<file path="src/rtl/wrrs_pkg.sv">
// ----------------------------------------------------------------------------
// wrrs_pkg: shared types for the weighted round-robin scheduler
// Microcode word layout, sequencer condition codes, result action codes and
// the control program itself.
// ----------------------------------------------------------------------------
`default_nettype none

package wrrs_pkg;

  // Result action codes
  typedef enum logic [1:0] {
    ACT_SEND   = 2'd0,
    ACT_QUEUED = 2'd1,
    ACT_REJECT = 2'd2,
    ACT_IDLE   = 2'd3
  } act_t;

  // Event kinds on the input tuser
  localparam logic EV_ARRIVAL = 1'b0;
  localparam logic EV_FINISH  = 1'b1;

  // Configuration register indexes
  localparam logic [2:0] REG_WEIGHT_Q0    = 3'd0;
  localparam logic [2:0] REG_WEIGHT_Q1    = 3'd1;
  localparam logic [2:0] REG_WEIGHT_Q2    = 3'd2;
  localparam logic [2:0] REG_WEIGHT_Q3    = 3'd3;
  localparam logic [2:0] REG_BUFFER_LIMIT = 3'd4;

  localparam int NumWeights = 4;

  // Datapath operation carried by each control word
  typedef enum logic [1:0] {
    OP_ACCEPT = 2'd0,
    OP_EVENT  = 2'd1,
    OP_LOOK   = 2'd2,
    OP_EMIT   = 2'd3
  } op_t;

  // Branch condition tested at the end of each step
  typedef enum logic [1:0] {
    COND_IN_VALID   = 2'd0,
    COND_NEED_LOOK  = 2'd1,
    COND_LOOK_AGAIN = 2'd2,
    COND_OUT_FREE   = 2'd3
  } cond_t;

  typedef logic [1:0] step_t;

  // Program step addresses
  localparam step_t STEP_ACCEPT = 2'd0;
  localparam step_t STEP_EVENT  = 2'd1;
  localparam step_t STEP_LOOK   = 2'd2;
  localparam step_t STEP_EMIT   = 2'd3;

  typedef struct packed {
    op_t   op;
    cond_t cond;
    step_t tgt_true;
    step_t tgt_false;
  } ucode_t;

  // Condition flags from the datapath into the sequencer
  typedef struct packed {
    logic in_valid;
    logic need_look;
    logic look_again;
    logic out_free;
  } flags_t;

  // Control program
  function automatic ucode_t ucode_rom(input step_t addr);
    ucode_t w;
    unique case (addr)
      STEP_ACCEPT: w = '{OP_ACCEPT, COND_IN_VALID,   STEP_EVENT,  STEP_ACCEPT};
      STEP_EVENT:  w = '{OP_EVENT,  COND_NEED_LOOK,  STEP_LOOK,   STEP_EMIT};
      STEP_LOOK:   w = '{OP_LOOK,   COND_LOOK_AGAIN, STEP_LOOK,   STEP_EMIT};
      STEP_EMIT:   w = '{OP_EMIT,   COND_OUT_FREE,   STEP_ACCEPT, STEP_EMIT};
      default:     w = '{OP_ACCEPT, COND_IN_VALID,   STEP_EVENT,  STEP_ACCEPT};
    endcase
    return w;
  endfunction

endpackage

`default_nettype wire

</file>
<file path="src/rtl/wrrs_seq.sv">
// ----------------------------------------------------------------------------
// wrrs_seq: microcode sequencer
// Holds the step counter, reads the control word from the program table and
// branches on the condition flag selected by that word.
// ----------------------------------------------------------------------------
`default_nettype none

module wrrs_seq (
  input  wire                   clk,
  input  wire                   rst,
  input  wire wrrs_pkg::flags_t flags,
  output wrrs_pkg::ucode_t      ctrl
);

  wrrs_pkg::step_t step;
  wrrs_pkg::step_t step_next;
  logic            taken;

  // Fetch the current control word
  assign ctrl = wrrs_pkg::ucode_rom(step);

  // Select the branch condition
  always_comb begin
    unique case (ctrl.cond)
      wrrs_pkg::COND_IN_VALID:   taken = flags.in_valid;
      wrrs_pkg::COND_NEED_LOOK:  taken = flags.need_look;
      wrrs_pkg::COND_LOOK_AGAIN: taken = flags.look_again;
      wrrs_pkg::COND_OUT_FREE:   taken = flags.out_free;
      default:                   taken = 1'b0;
    endcase
    step_next = taken ? ctrl.tgt_true : ctrl.tgt_false;
  end

  // Advance the step counter
  always_ff @(posedge clk) begin
    if (rst) begin
      step <= wrrs_pkg::STEP_ACCEPT;
    end else begin
      step <= step_next;
    end
  end

endmodule

`default_nettype wire

</file>
<file path="src/rtl/weighted_round_robin_packet_scheduler_unit.sv">
// ----------------------------------------------------------------------------
// weighted_round_robin_packet_scheduler_unit: WRR link scheduler
// Decides, per event, whether a packet starts sending, is queued or is
// rejected, and which queue the link serves next.
// ----------------------------------------------------------------------------
// Usage:
//   s_axis carries one event per transaction: tuser is the event kind
//   (arrival or transmission finished), tdata the arriving packet's queue.
//   m_axis returns exactly one result per event: tuser is the action,
//   tdata the queue that starts sending and the bypass flag.
//   cfg writes weights and the buffer limit; write only while idle.
//   A small microcoded sequencer runs each event: accept, decode, zero to
//   NUM_QUEUES+1 queue looks (one per cycle), then load the output register.
//   An arrival or a finish on an idle link goes from acceptance straight to
//   the output register; a finish on a busy link first runs the looks of the
//   rotation loop. The next event is accepted once the result is loaded, so
//   the unit handles one event at a time.
//   Reset sets all weights to 1, the limit to 64, empties the queue counts
//   and idles the link. When the receiver stalls, one result waits in the
//   output register while the next event is processed; the sequencer then
//   holds in its emit step until the register frees.
// ----------------------------------------------------------------------------
`default_nettype none

module weighted_round_robin_packet_scheduler_unit #(
  parameter int NUM_QUEUES = 4
) (
  input  wire        clk,
  input  wire        rst,
  // Events
  input  wire        s_axis_tvalid,
  output logic       s_axis_tready,
  input  wire [7:0]  s_axis_tdata,   // [1:0] queue_id, [7:2] zero
  input  wire        s_axis_tuser,   // [0] func
  // Results
  output logic       m_axis_tvalid,
  input  wire        m_axis_tready,
  output logic [7:0] m_axis_tdata,   // [1:0] send_queue, [2] bypassed, [7:3] zero
  output logic [1:0] m_axis_tuser,   // [1:0] action
  // Configuration writes
  input  wire        cfg_valid,
  output logic       cfg_ready,
  input  wire [2:0]  cfg_index,
  input  wire [7:0]  cfg_data
);

  localparam int QW = (NUM_QUEUES > 2) ? 2 : 1;
  localparam logic [2:0] LOOK_LIMIT = 3'(NUM_QUEUES + 1);
  localparam logic [QW-1:0] LAST_Q = QW'(NUM_QUEUES - 1);

  wrrs_pkg::ucode_t ctrl;
  wrrs_pkg::flags_t flags;

  // Configuration
  logic [7:0] weight [wrrs_pkg::NumWeights];
  logic [7:0] buffer_limit;

  // Scheduler state
  logic          link_busy;
  logic [QW-1:0] active_queue;
  logic [7:0]    served_in_turn;
  logic [2:0]    empty_looks;
  logic [7:0]    queue_fill [NUM_QUEUES];

  // Latched event
  logic       ev_func;
  logic [1:0] ev_qid;

  // Pending result and output register
  wrrs_pkg::act_t res_action;
  logic [1:0]     res_queue;
  logic           res_byp;
  logic           out_valid;
  wrrs_pkg::act_t out_action;
  logic [1:0]     out_queue;
  logic           out_byp;

  // Datapath terms
  logic [QW-1:0] rd_idx;
  logic [7:0]    fill_rd;
  logic          qid_ok;
  logic          eligible;
  logic [2:0]    looks_inc;
  logic          looks_done;
  logic [QW-1:0] next_queue;
  logic          in_accept;
  logic          out_free;

  wrrs_seq u_seq (
    .clk   (clk),
    .rst   (rst),
    .flags (flags),
    .ctrl  (ctrl)
  );

  // Handshakes
  assign s_axis_tready = (ctrl.op == wrrs_pkg::OP_ACCEPT);
  assign in_accept     = s_axis_tvalid && s_axis_tready;
  assign cfg_ready     = 1'b1;
  assign out_free      = !out_valid || m_axis_tready;

  // One fill read port: arrival queue while decoding, active queue otherwise
  assign rd_idx  = (ctrl.op == wrrs_pkg::OP_EVENT) ? ev_qid[QW-1:0] : active_queue;
  assign fill_rd = queue_fill[rd_idx];

  assign qid_ok     = (int'(ev_qid) < NUM_QUEUES);
  assign eligible   = (served_in_turn < weight[active_queue]) && (fill_rd != 8'd0);
  assign looks_inc  = empty_looks + 3'd1;
  assign looks_done = (looks_inc >= LOOK_LIMIT);
  assign next_queue = (active_queue == LAST_Q) ? '0 : active_queue + QW'(1);

  // Branch flags for the sequencer
  always_comb begin
    flags.in_valid   = s_axis_tvalid;
    flags.need_look  = (ev_func == wrrs_pkg::EV_FINISH) && link_busy;
    flags.look_again = !eligible && !looks_done;
    flags.out_free   = out_free;
  end

  // Write configuration registers
  always_ff @(posedge clk) begin
    if (rst) begin
      for (int i = 0; i < wrrs_pkg::NumWeights; i++) begin
        weight[i] <= 8'd1;
      end
      buffer_limit <= 8'd64;
    end else if (cfg_valid && cfg_ready) begin
      unique case (cfg_index)
        wrrs_pkg::REG_WEIGHT_Q0:    weight[0] <= cfg_data;
        wrrs_pkg::REG_WEIGHT_Q1:    weight[1] <= cfg_data;
        wrrs_pkg::REG_WEIGHT_Q2:    weight[2] <= cfg_data;
        wrrs_pkg::REG_WEIGHT_Q3:    weight[3] <= cfg_data;
        wrrs_pkg::REG_BUFFER_LIMIT: buffer_limit <= cfg_data;
        default: ;
      endcase
    end
  end

  // Latch the accepted event
  always_ff @(posedge clk) begin
    if (in_accept) begin
      ev_func <= s_axis_tuser;
      ev_qid  <= s_axis_tdata[1:0];
    end
  end

  // Scheduler state and pending result, driven by the current step
  always_ff @(posedge clk) begin
    if (rst) begin
      link_busy      <= 1'b0;
      active_queue   <= '0;
      served_in_turn <= 8'd0;
      empty_looks    <= 3'd0;
      for (int i = 0; i < NUM_QUEUES; i++) begin
        queue_fill[i] <= 8'd0;
      end
    end else begin
      unique case (ctrl.op)
        wrrs_pkg::OP_EVENT: begin
          if (ev_func == wrrs_pkg::EV_ARRIVAL) begin
            if (!qid_ok) begin
              res_action <= wrrs_pkg::ACT_REJECT;
              res_queue  <= 2'd0;
              res_byp    <= 1'b0;
            end else if (!link_busy) begin
              // Start sending at once, bypassing the queue
              link_busy      <= 1'b1;
              active_queue   <= ev_qid[QW-1:0];
              served_in_turn <= 8'd1;
              res_action     <= wrrs_pkg::ACT_SEND;
              res_queue      <= ev_qid;
              res_byp        <= 1'b1;
            end else if (fill_rd >= buffer_limit) begin
              res_action <= wrrs_pkg::ACT_REJECT;
              res_queue  <= 2'd0;
              res_byp    <= 1'b0;
            end else begin
              queue_fill[rd_idx] <= fill_rd + 8'd1;
              res_action         <= wrrs_pkg::ACT_QUEUED;
              res_queue          <= 2'd0;
              res_byp            <= 1'b0;
            end
          end else begin
            // Finish on an idle link reports idle; a busy link goes to the looks
            res_action <= wrrs_pkg::ACT_IDLE;
            res_queue  <= 2'd0;
            res_byp    <= 1'b0;
          end
        end
        wrrs_pkg::OP_LOOK: begin
          res_byp <= 1'b0;
          if (eligible) begin
            queue_fill[rd_idx] <= fill_rd - 8'd1;
            served_in_turn     <= served_in_turn + 8'd1;
            empty_looks        <= 3'd0;
            res_action         <= wrrs_pkg::ACT_SEND;
            res_queue          <= 2'(active_queue);
          end else if (looks_done) begin
            empty_looks <= 3'd0;
            link_busy   <= 1'b0;
            res_action  <= wrrs_pkg::ACT_IDLE;
            res_queue   <= 2'd0;
          end else begin
            // Rotate to the next queue and open a fresh turn
            empty_looks    <= looks_inc;
            served_in_turn <= 8'd0;
            active_queue   <= next_queue;
          end
        end
        default: ;
      endcase
    end
  end

  // Output register: load in the emit step, drop when taken
  always_ff @(posedge clk) begin
    if (rst) begin
      out_valid <= 1'b0;
    end else if ((ctrl.op == wrrs_pkg::OP_EMIT) && out_free) begin
      out_valid <= 1'b1;
    end else if (m_axis_tready) begin
      out_valid <= 1'b0;
    end
  end

  always_ff @(posedge clk) begin
    if ((ctrl.op == wrrs_pkg::OP_EMIT) && out_free) begin
      out_action <= res_action;
      out_queue  <= res_queue;
      out_byp    <= res_byp;
    end
  end

  assign m_axis_tvalid = out_valid;
  assign m_axis_tuser  = out_action;
  assign m_axis_tdata  = {5'd0, out_byp, out_queue};

endmodule

`default_nettype wire
</file>
<file path="config.mk">
export PLATFORM = sky130hd
export DESIGN_NAME = weighted_round_robin_packet_scheduler_unit
export DESIGN_NICKNAME = d
export VERILOG_FILES = /design/src/rtl/wrrs_pkg.sv /design/src/rtl/wrrs_seq.sv /design/src/rtl/weighted_round_robin_packet_scheduler_unit.sv
export SDC_FILE = /design/constraint.sdc
export NUM_CORES = 1
export LEC_CHECK = 0
export BUFFER_PORTS_ARGS = -buffer_cell sky130_fd_sc_hd__buf_2
export CORE_UTILIZATION = 35
export DETAILED_ROUTE_END_ITERATION = 12
export SLEW_MARGIN = 20
export SYNTH_ARGS = -nofsm -noshare
export SYNTH_HDL_FRONTEND = slang
export SYNTH_SLANG_ARGS = --single-unit
</file>
<file path="constraint.sdc">
create_clock -name clk -period 4.29 [get_ports clk]
set_input_delay 0.858 -clock clk [delete_from_list [all_inputs] [get_ports clk]]
set_output_delay 0.858 -clock clk [all_outputs]
set_load 0.05 [all_outputs]
</file>
==> impl_results.md, run 1 <==
* Clock buffer depth at 2
* Max-cap violation count at 0
* Register area share after synthesis at 0.511
* Pwr dens at roughly 630 nW/um2
* WP data required at 4400 ps
* Post-DP HPWL at 9.27 mm
* Initial antenna violation count at 0
* Vias/cell at approximately 5.0
* Root Buffer Master: clkbuf_16
* CTS buffer count at 9
* Final WS setup at about 240 ps
* Number of synthesized flops with an enable pin at between 70 and 80
* Hold_buf cts at 0
* FILL cells at approximately 1500
* Async set or reset register ratio after synthesis at 0
* Syn Inst Count at between 400 and 500
* Synth cell types at 66
* #FFs+latches synth at ~100
* Status: completed
* CP startpoint kind: flop
* Clk Latency, worst-skew pair at between 300 and 400 ps
* Largest net degree at the start of global routing at 27
* Worst Tran Pin Value at 1040 ps
* RSZ-0062 raised after global routing: no
* Final setup vio count at 0
* GRT overflow at 0
* Storage cell area at around 2900 um2
* Layout cells sized above 1 at 0.219
* Core Area at 15400 um2
* Post-DRT Antenna Nets at 0
* Mapped cell area at between 5000 and 6000 um2
* Area growth syn-to-layout at 16.5%
* Syn. warnings at 0
* VDD IR max at ~0.3 mV
* DIE AREA at between 15000 and 20000 um2
* Die Span X at between 100 and 150 um
* Layout Skew at between 8 and 9 ps
* Worst-path fanout max at 6
* Leakage at 2.53 nW
* Final hold slack at around 430 ps
* DRC viols at 0
* Fmax at 247 MHz
* Initial drt markers at about 330
* First-pass GRT wire length at slightly above 20 mm
* Fin util at 0.423
* Syn_area_per_cell at ~11 um2
* Number of port buffers at 25
* Hold Crit Class: flop to flop
* CP endpoint kind: flop
* Gpl congestion at between 0.8 and 0.9
* Post-synth top flop: edfxtp_1
* Die Ht at around 130 um
* IO Pins at 38
* Setup TNS at 0 ps
* Antenna cells at 0
* Vias in the first global route at 3934
* Setup WS pre-CTS at 56.4 ps
* Worst-path clk slew at 70 ps
* Min Tclk post-route at around 4100 ps
* Routed wire length at approximately 12 mm
* Final Max Tran Viols at 0
* Total Routing Usage GR at 0.162
* Period utilisation layout at 0.945
* Max transition margin at 0.302
* Final nets at 605
* Critical path class: flop to flop
* DRT Pass-1 Iters at 4
* TritonCTS Sinks at ~100
* DR vias at slightly below 4000
* Wire per inst at around 16 um
* CTS tree: yes
* Multi-input gate area at ~2500 um2
* Htree depth at 3
* Final hold vios at 0
* Arr. time, crit path at between 4000 and 5000 ps
* Initial Utilization at 0.364
* FP Rows at 45
Yosys cell counts, drive strengths merged, types with 4 or more instances:
cell type	instances	share of area
nor3b	4	0.0081
inv	27	0.019
a21oi	25	0.022
buf	13	0.015
xor2	6	0.0094
mux2i	23	0.049
nand3	12	0.012
o21ai	18	0.016
nor2	52	0.035
mux4	13	0.052
nand2b	9	0.010
nand2	42	0.030
dfxtp	27	0.097
and2	31	0.035
nor4	6	0.0067
o31ai	4	0.0054
and3	6	0.0067
edfxtp	77	0.41
nand3b	4	0.0054
clkbuf	7	0.0047
ha	27	0.060
nor3	7	0.0092
nor2b	4	0.0045
flip-flops by register name, summed over array words and instances, names as in the netlist, 2 cells and up, named ones only:
register,flops
buffer_limit,8
u_seq.step,2
weight,32
queue_fill,32
res_queue,2
empty_looks,3
m_axis_tuser,2
out_queue,2
active_queue,2
ev_qid,2
served_in_turn,8
res_action,2
metrics by stage:
step           std cells  instance area (um2)  power [mW]
6_report             769                 6510        4.07
5_1_grt              769                 6510        4.32
4_1_cts              764                 6450        4.04
3_5_place_dp         748                 6160        3.21
3_3_place_gp         748                 6160        3.16
2_1_floorplan        497                 5600        2.64
placed cells by master (no fill, tap or decap), drive strengths merged, types with 3 or more instances in the layout:
cell type / n
or4: 3
nand2b: 9
ha: 27
o21a: 3
edfxtp: 77
a211oi: 3
and3: 6
nand3b: 4
mux4: 13
clkinv: 3
nor2: 52
and2: 31
nand3: 12
xnor2: 3
conb: 6
dfxtp: 27
inv: 31
nor4: 6
mux2i: 23
a31o: 3
or3: 3
clkbuf: 9
nor2b: 4
o31ai: 4
a22oi: 3
buf: 65
a21oi: 25
nand2: 42
o21ai: 18
a31oi: 3
nor3: 7
xor2: 6
nor3b: 4
where the power goes:
group / internal (mW) / switching (mW)
registers: 1.27 / 0.114
clock network: 0.413 / 0.413
logic: 0.781 / 1.08
total: 2.47 / 1.60
per-layer routing:
metal  vias up  GRT usage  share of wire
li1       1897          -              -
met1      1875      0.213           0.47
met2        78      0.269           0.48
met3        12     0.0320          0.034
met4         0     0.0519          0.012
met5         -          0              0
what timing repair did:
action / CTS / global route
setup endpoints to repair: 0 / 51
buffers inserted: 0 / 5
gates resized for setup: 0 / 6
worst paths after layout:
path / start / end / slack (ps) / cells past startpoint
setup / recovery: flop / queue_fill[1][6] / 240 / 15
hold reg to reg: res_action[0] / m_axis_tuser[0] / 430 / 0
setup reg to reg: flop / queue_fill[1][6] / 240 / 15
hold / removal: res_action[0] / m_axis_tuser[0] / 430 / 0
area by class of cell:
class / count / area share
flip-flops and latches: 104 / 0.439
inverters: 28 / 0.0165
clock buffers: 9 / 0.0346
multi-input cells: 345 / 0.391
well taps: 211 / 0.0406
repair buffers: 65 / 0.0673
clock inverters: 7 / 0.0112
cell families (layout without fill, tap and decap cells):
logic type | Yosys count | in the layout | share of synthesized area
mux | 37 | 37 | 0.103
simple gates | 186 | 186 | 0.173
flops | 104 | 104 | 0.511
xor+xnor | 9 | 9 | 0.0155
compound gates | 79 | 79 | 0.0952
buf+inv | 48 | 109 | 0.0390
fa+ha+maj | 28 | 28 | 0.0625
other cells | 2 | 6 | 0.00134
worst max-delay path, cell delays in order (launching register included):
cell,delay (ps)
dfxtp_4,420
mux4_2,540
inv_1,70
ha_1,230
a211o_1,290
o2111ai_1,70
o211a_1,190
and4_1,310
nand2_4,110
xnor2_1,150
ha_1,230
or3_1,420
a311oi_1,300
mux2_2,240
xnor2_2,140
nor2_1,80
Power figures use the tool's default switching activity.
==> inputs of run 2 (changes only) <==
Settings changed: MAX_ROUTING_LAYER set to met4.
==> run 2 against run 1 <==
Against the previous run:
- total power is 0.17% lower
- register-to-register slack hardly changed
- clock skew is 1.0 ps lower
- routed wire length is 0.22% lower
- non-clock buffer count stayed put
- die area stayed put
- clock power hardly changed
- count of clock-buffer cells in the layout stayed put
- global-route usage is 0.46 points higher
- critical path depth stayed put
- sequential share of layout area stayed put
- first-iteration DRC count is 0.60% higher
==> impl_results.md, run 2 (same netlist as run 1, synthesis figures left out) <==
* Htree depth at 3
* Area growth syn-to-layout at 16.5%
* Fmax at 247 MHz
* Final nets at between 600 and 700
* IO Pins at 38
* Hold_buf cts at 0
* VDD IR max at approximately 0.31 mV
* Core Area at 15400 um2
* Worst-path clk slew at about 70 ps
* Gpl congestion at approximately 0.83
* Post-layout instance area at approximately 6500 um2
* Post-DRT Antenna Nets at 0
* Initial drt markers at 333
* Worst-path fanout max at 6
* DRT Pass-1 Iters at 4
* Arr. time, crit path at roughly 4200 ps
* Final setup vio count at 0
* Post-place instance area at 6160 um2
* WP data required at around 4400 ps
* DIE AREA at approximately 16000 um2
* CP startpoint kind: flop
* Clock buffer depth at 2
* Die Span X at around 130 um
* Hold Crit Class: flop to flop
* Die Ht at ~130 um
* Layout cells sized above 1 at 0.219
* Top Registers: queue_fill x32, weight x32
* Final Max Tran Viols at 0
* DR vias at approximately 3900
* Root Buffer Master: clkbuf_16
* First-pass GRT wire length at 20.3 mm
* Max transition margin at 0.310
* Min Tclk post-route at between 4000 and 5000 ps
* Status: completed
* Max-cap violation count at 0
* Wire per inst at roughly 16 um
* Most frequent cells in the layout: 77 x edfxtp_1, 52 x nor2_1, 40 x nand2_1
* Routed wire length at 12.4 mm
* Max stage delay on crit path at between 500 and 600 ps
* Fin util at 0.423
* Worst path buffer plus inverter count at 1
* Vias in the first global route at ~3900
* GRT overflow at 0
* Setup TNS at 0 ps
* Number of port buffers at 25
* Most used cell, CP: ha_1
* Min-delay src: res_action[0]
* Initial antenna violation count at 0
* Pwr dens at around 620 nW/um2
* Top Family by Delay on Critical Path: simple AND/OR/NAND/NOR gates
* RSZ-0062 raised after global routing: no
* Leakage at around 2.5 nW
* TritonCTS Sinks at between 100 and 150
* Clk Latency, worst-skew pair at around 360 ps
* Slowest CP cell: mux4_2
* CP Depth at 15
* Total Routing Usage GR at 0.167
* CTS tree: yes
* Hold Crit Depth at 0
* DRC viols at 0
* Period utilisation layout at 0.942
* FP Rows at 45
* Final hold vios at 0
* Worst Tran Pin Value at between 1000 and 1500 ps
* Commonest non-fill, non-tap cell in the layout: edfxtp_1
* Cell Chain, Critical Path: mux4_2 > inv_1 > ha_1 > a211o_1 > o2111ai_1 > o211a_1 > and4_1 > nand2_4 > xnor2_1 > ha_1 > or3_1 > a311oi_1 > mux2_2 > xnor2_2 > nor2_1
* CTS buffer count at 9
* Final hold slack at approximately 430 ps
* Critical path class: flop to flop
* Antenna cells at 0
* Initial Utilization at 0.364
* Largest net degree at the start of global routing at 27
* Vias/cell at roughly 5
* Post-DP HPWL at between 9 and 10 mm
* Layout Skew at around 7.8 ps
* CP endpoint kind: flop
* Worst reg2reg path depth at 15
run 2: cell counts in the layout (fill, tap and decap cells not counted):
No cell type changed its count.
run 2: layout make-up:
cell class | instances | area (um2)
inverters | 28 | 108
clock buffers | 9 | 225
fillers | 1450 | 8860
multi-input cells | 345 | 2540
well taps | 211 | 264
clock inverters | 7 | 72.6
flip-flops and latches | 104 | 2860
repair buffers | 65 | 438
run 2: final timing paths:
check	end	slack [ps]
max	queue_fill[1][6]	250
min	m_axis_tuser[0]	430
max reg2reg	queue_fill[1][6]	250
min reg2reg	m_axis_tuser[0]	430
run 2: metrics by stage:
stage | instances | power [mW] | setup WS (ps)
finish | 769 | 4.06 | 249
global route | 769 | 4.32 | 25.7
CTS | 764 | 4.04 | 11.2
detailed placement | 748 | 3.21 | 56.4
global placement | 748 | 3.16 | 117
floorplan | 497 | 2.64 | 108
run 2: repair_timing:
item | 4_1_cts | 5_1_grt
setup endpoints to repair | 0 | 51
resized for setup | 0 | 6
buffers inserted | 0 | 5
run 2: per-layer routing:
metal	global-route usage	wire [um]	vias up
met5	-	0	-
met4	0.0519	167	0
met3	0.0295	590	13
met2	0.269	5940	83
met1	0.213	5690	1860
li1	-	-	1898
run 2: power by group:
group / switching [mW] / internal (mW) / total, mW
registers: 0.113 / 1.27 / 1.39
clock network: 0.410 / 0.413 / 0.823
logic: 1.07 / 0.781 / 1.86
total: 1.60 / 2.47 / 4.06
==> inputs of run 3 (changes only) <==
--- a/config.mk
+++ b/config.mk
@@ -7,3 +7,4 @@
 export LEC_CHECK = 0
-export BUFFER_PORTS_ARGS = -buffer_cell sky130_fd_sc_hd__buf_2
+export BUFFER_PORTS_ARGS = -buffer_cell sky130_fd_sc_hd__clkbuf_2
+export CORE_ASPECT_RATIO = 0.75
 export CORE_UTILIZATION = 35
--- a/constraint.sdc
+++ b/constraint.sdc
@@ -3,2 +3,2 @@
 set_output_delay 0.858 -clock clk [all_outputs]
-set_load 0.05 [all_outputs]
+set_load 0.01 [all_outputs]
==> run 3 against run 2 <==
Against the previous run:
- final area is 0.54% higher
- cell count decreased by 0.78%
- routed wire length increased by 3.8%
- global-route usage up 0.34 points
- register-to-register slack improved by 20 ps
- die area about the same
- sequential share of layout area fell by 0.29 points
- critical path depth unchanged
==> impl_results.md, run 3 (same netlist as run 1, synthesis figures left out) <==
* IO Pins at 38
* Initial Utilization at 0.362
* Leakage at 2.55 nW
* Critical path class: flop to flop
* Most used cell, CP: inv_1
* Routed wire length at around 13 mm
* Die Span X at ~150 um
* Die Ht at approximately 110 um
* Arr. time, crit path at about 4100 ps
* Setup TNS at 0 ps
* Hold Crit Class: flop to flop
* DRT Pass-1 Iters at 5
* Gpl congestion at 0.889
* Initial antenna violation count at 0
* Root Buffer Master: clkbuf_16
* Hold_buf cts at 0
* Clock buffer depth at 2
* FILL cells at between 1500 and 2000
* Final Max Tran Viols at 0
* Most frequent cells in the layout: 77 x edfxtp_1, 52 x nor2_1, 39 x nand2_1
* Slowest CP cell: mux4_2
* Antenna cells at 0
* Vias/cell at about 5.2
* Initial drt markers at between 200 and 250
* Min Tclk post-route at roughly 4000 ps
* Max-cap violation count at 0
* TritonCTS Sinks at 104
* DIE AREA at approximately 16000 um2
* Status: completed
* Wire per inst at between 15 and 20 um
* CTS buffer count at 9
* Period utilisation layout at 0.937
* Fmax at between 200 and 250 MHz
* CP endpoint kind: flop
* CTS tree: yes
* Htree depth at 3
* Pwr dens at 623 nW/um2
* Max transition margin at 0.320
* RSZ-0062 raised after global routing: no
* Number of port buffers at 25
* Top Family by Delay on Critical Path: multiplexers
* VDD IR max at between 0.2 and 0.25 mV
* WP data required at approximately 4400 ps
* DR vias at around 3900
* Commonest non-fill, non-tap cell in the layout: edfxtp_1
* Layout Skew at around 13 ps
* Final nets at about 610
* Final setup vio count at 0
* FP Rows at 39
* First-pass GRT wire length at 20.6 mm
* Post-DP HPWL at just under 10 mm
* Vias in the first global route at 3874
* Largest net degree at the start of global routing at 27
* Layout cells sized above 1 at 0.224
* Post-DRT Antenna Nets at 0
* Max stage delay on crit path at approximately 540 ps
* Cell Chain, Critical Path: inv_1 > ha_2 > mux2i_4 > buf_4 > mux4_2 > inv_1 > ha_1 > nand2b_1 > a211oi_1 > o21ai_0 > a211oi_2 > a21oi_1 > or3b_2 > nand2_1 > buf_12
* Post-layout instance area at about 6500 um2
* Total Routing Usage GR at 0.170
* Top Registers: queue_fill x32, weight x32
* Area growth syn-to-layout at 17.1%
* Worst path buffer plus inverter count at 4
* Clk Latency, worst-skew pair at approximately 360 ps
* Worst Tran Pin Value at about 1000 ps
* Core Area at approximately 15000 um2
* Reg-to-reg slack, setup at about 270 ps
* Final hold vios at 0
* Post-place instance area at 6170 um2
* Worst-path clk slew at around 70 ps
* Worst-path fanout max at 8
* CP startpoint kind: flop
* DRC viols at 0
* GRT overflow at 0
==> run 3: cell type report <==
type / count / area (um2) / share of cell area
clock buffer: 11 / 243 / 0.0371
clock inverter: 5 / 48.8 / 0.00746
timing repair buffer: 65 / 450 / 0.0688
inverter: 28 / 108 / 0.0164
sequential: 104 / 2850 / 0.436
multi-input combinational: 345 / 2580 / 0.395
tap: 205 / 256 / 0.0392
==> run 3: report_power, final <==
group	internal (mW)	switching, mW	total [mW]
clock	0.422	0.383	0.805
sequential	1.27	0.118	1.39
combinational	0.816	1.07	1.88
==> run 3: final timing paths <==
check,from,endpoint,cells after the start
setup / recovery,u_seq.step[1],queue_fill[2][7],15
hold / removal,res_action[0],m_axis_tuser[0],0
setup reg to reg,u_seq.step[1],queue_fill[2][7],15
hold reg to reg,res_action[0],m_axis_tuser[0],0
==> run 3: stage by stage <==
step | hold slack, ps | cells | setup WS [ps] | power [mW] | util
floorplan | 400 | 497 | 108 | 2.58 | -
global placement | 400 | 742 | 136 | 3.17 | 0.400
detailed placement | 405 | 742 | 63.5 | 3.21 | 0.400
CTS | 420 | 758 | 55.8 | 4.02 | 0.419
global route | 427 | 763 | 11.9 | 4.34 | 0.424
finish | 420 | 763 | 270 | 4.08 | 0.424
==> run 3: metal layers <==
metal	vias up	global-route usage	part of all wire
li1	1901	-	-
met4	0	0.0577	0.014
met2	101	0.247	0.45
met5	-	-	0
met3	19	0.0406	0.051
met1	1924	0.232	0.49
==> run 3: repair_timing <==
item | in CTS | in global routing
endpoints found under the setup margin | 0 | 58
gates resized for setup | 0 | 8
setup buffers | 0 | 5
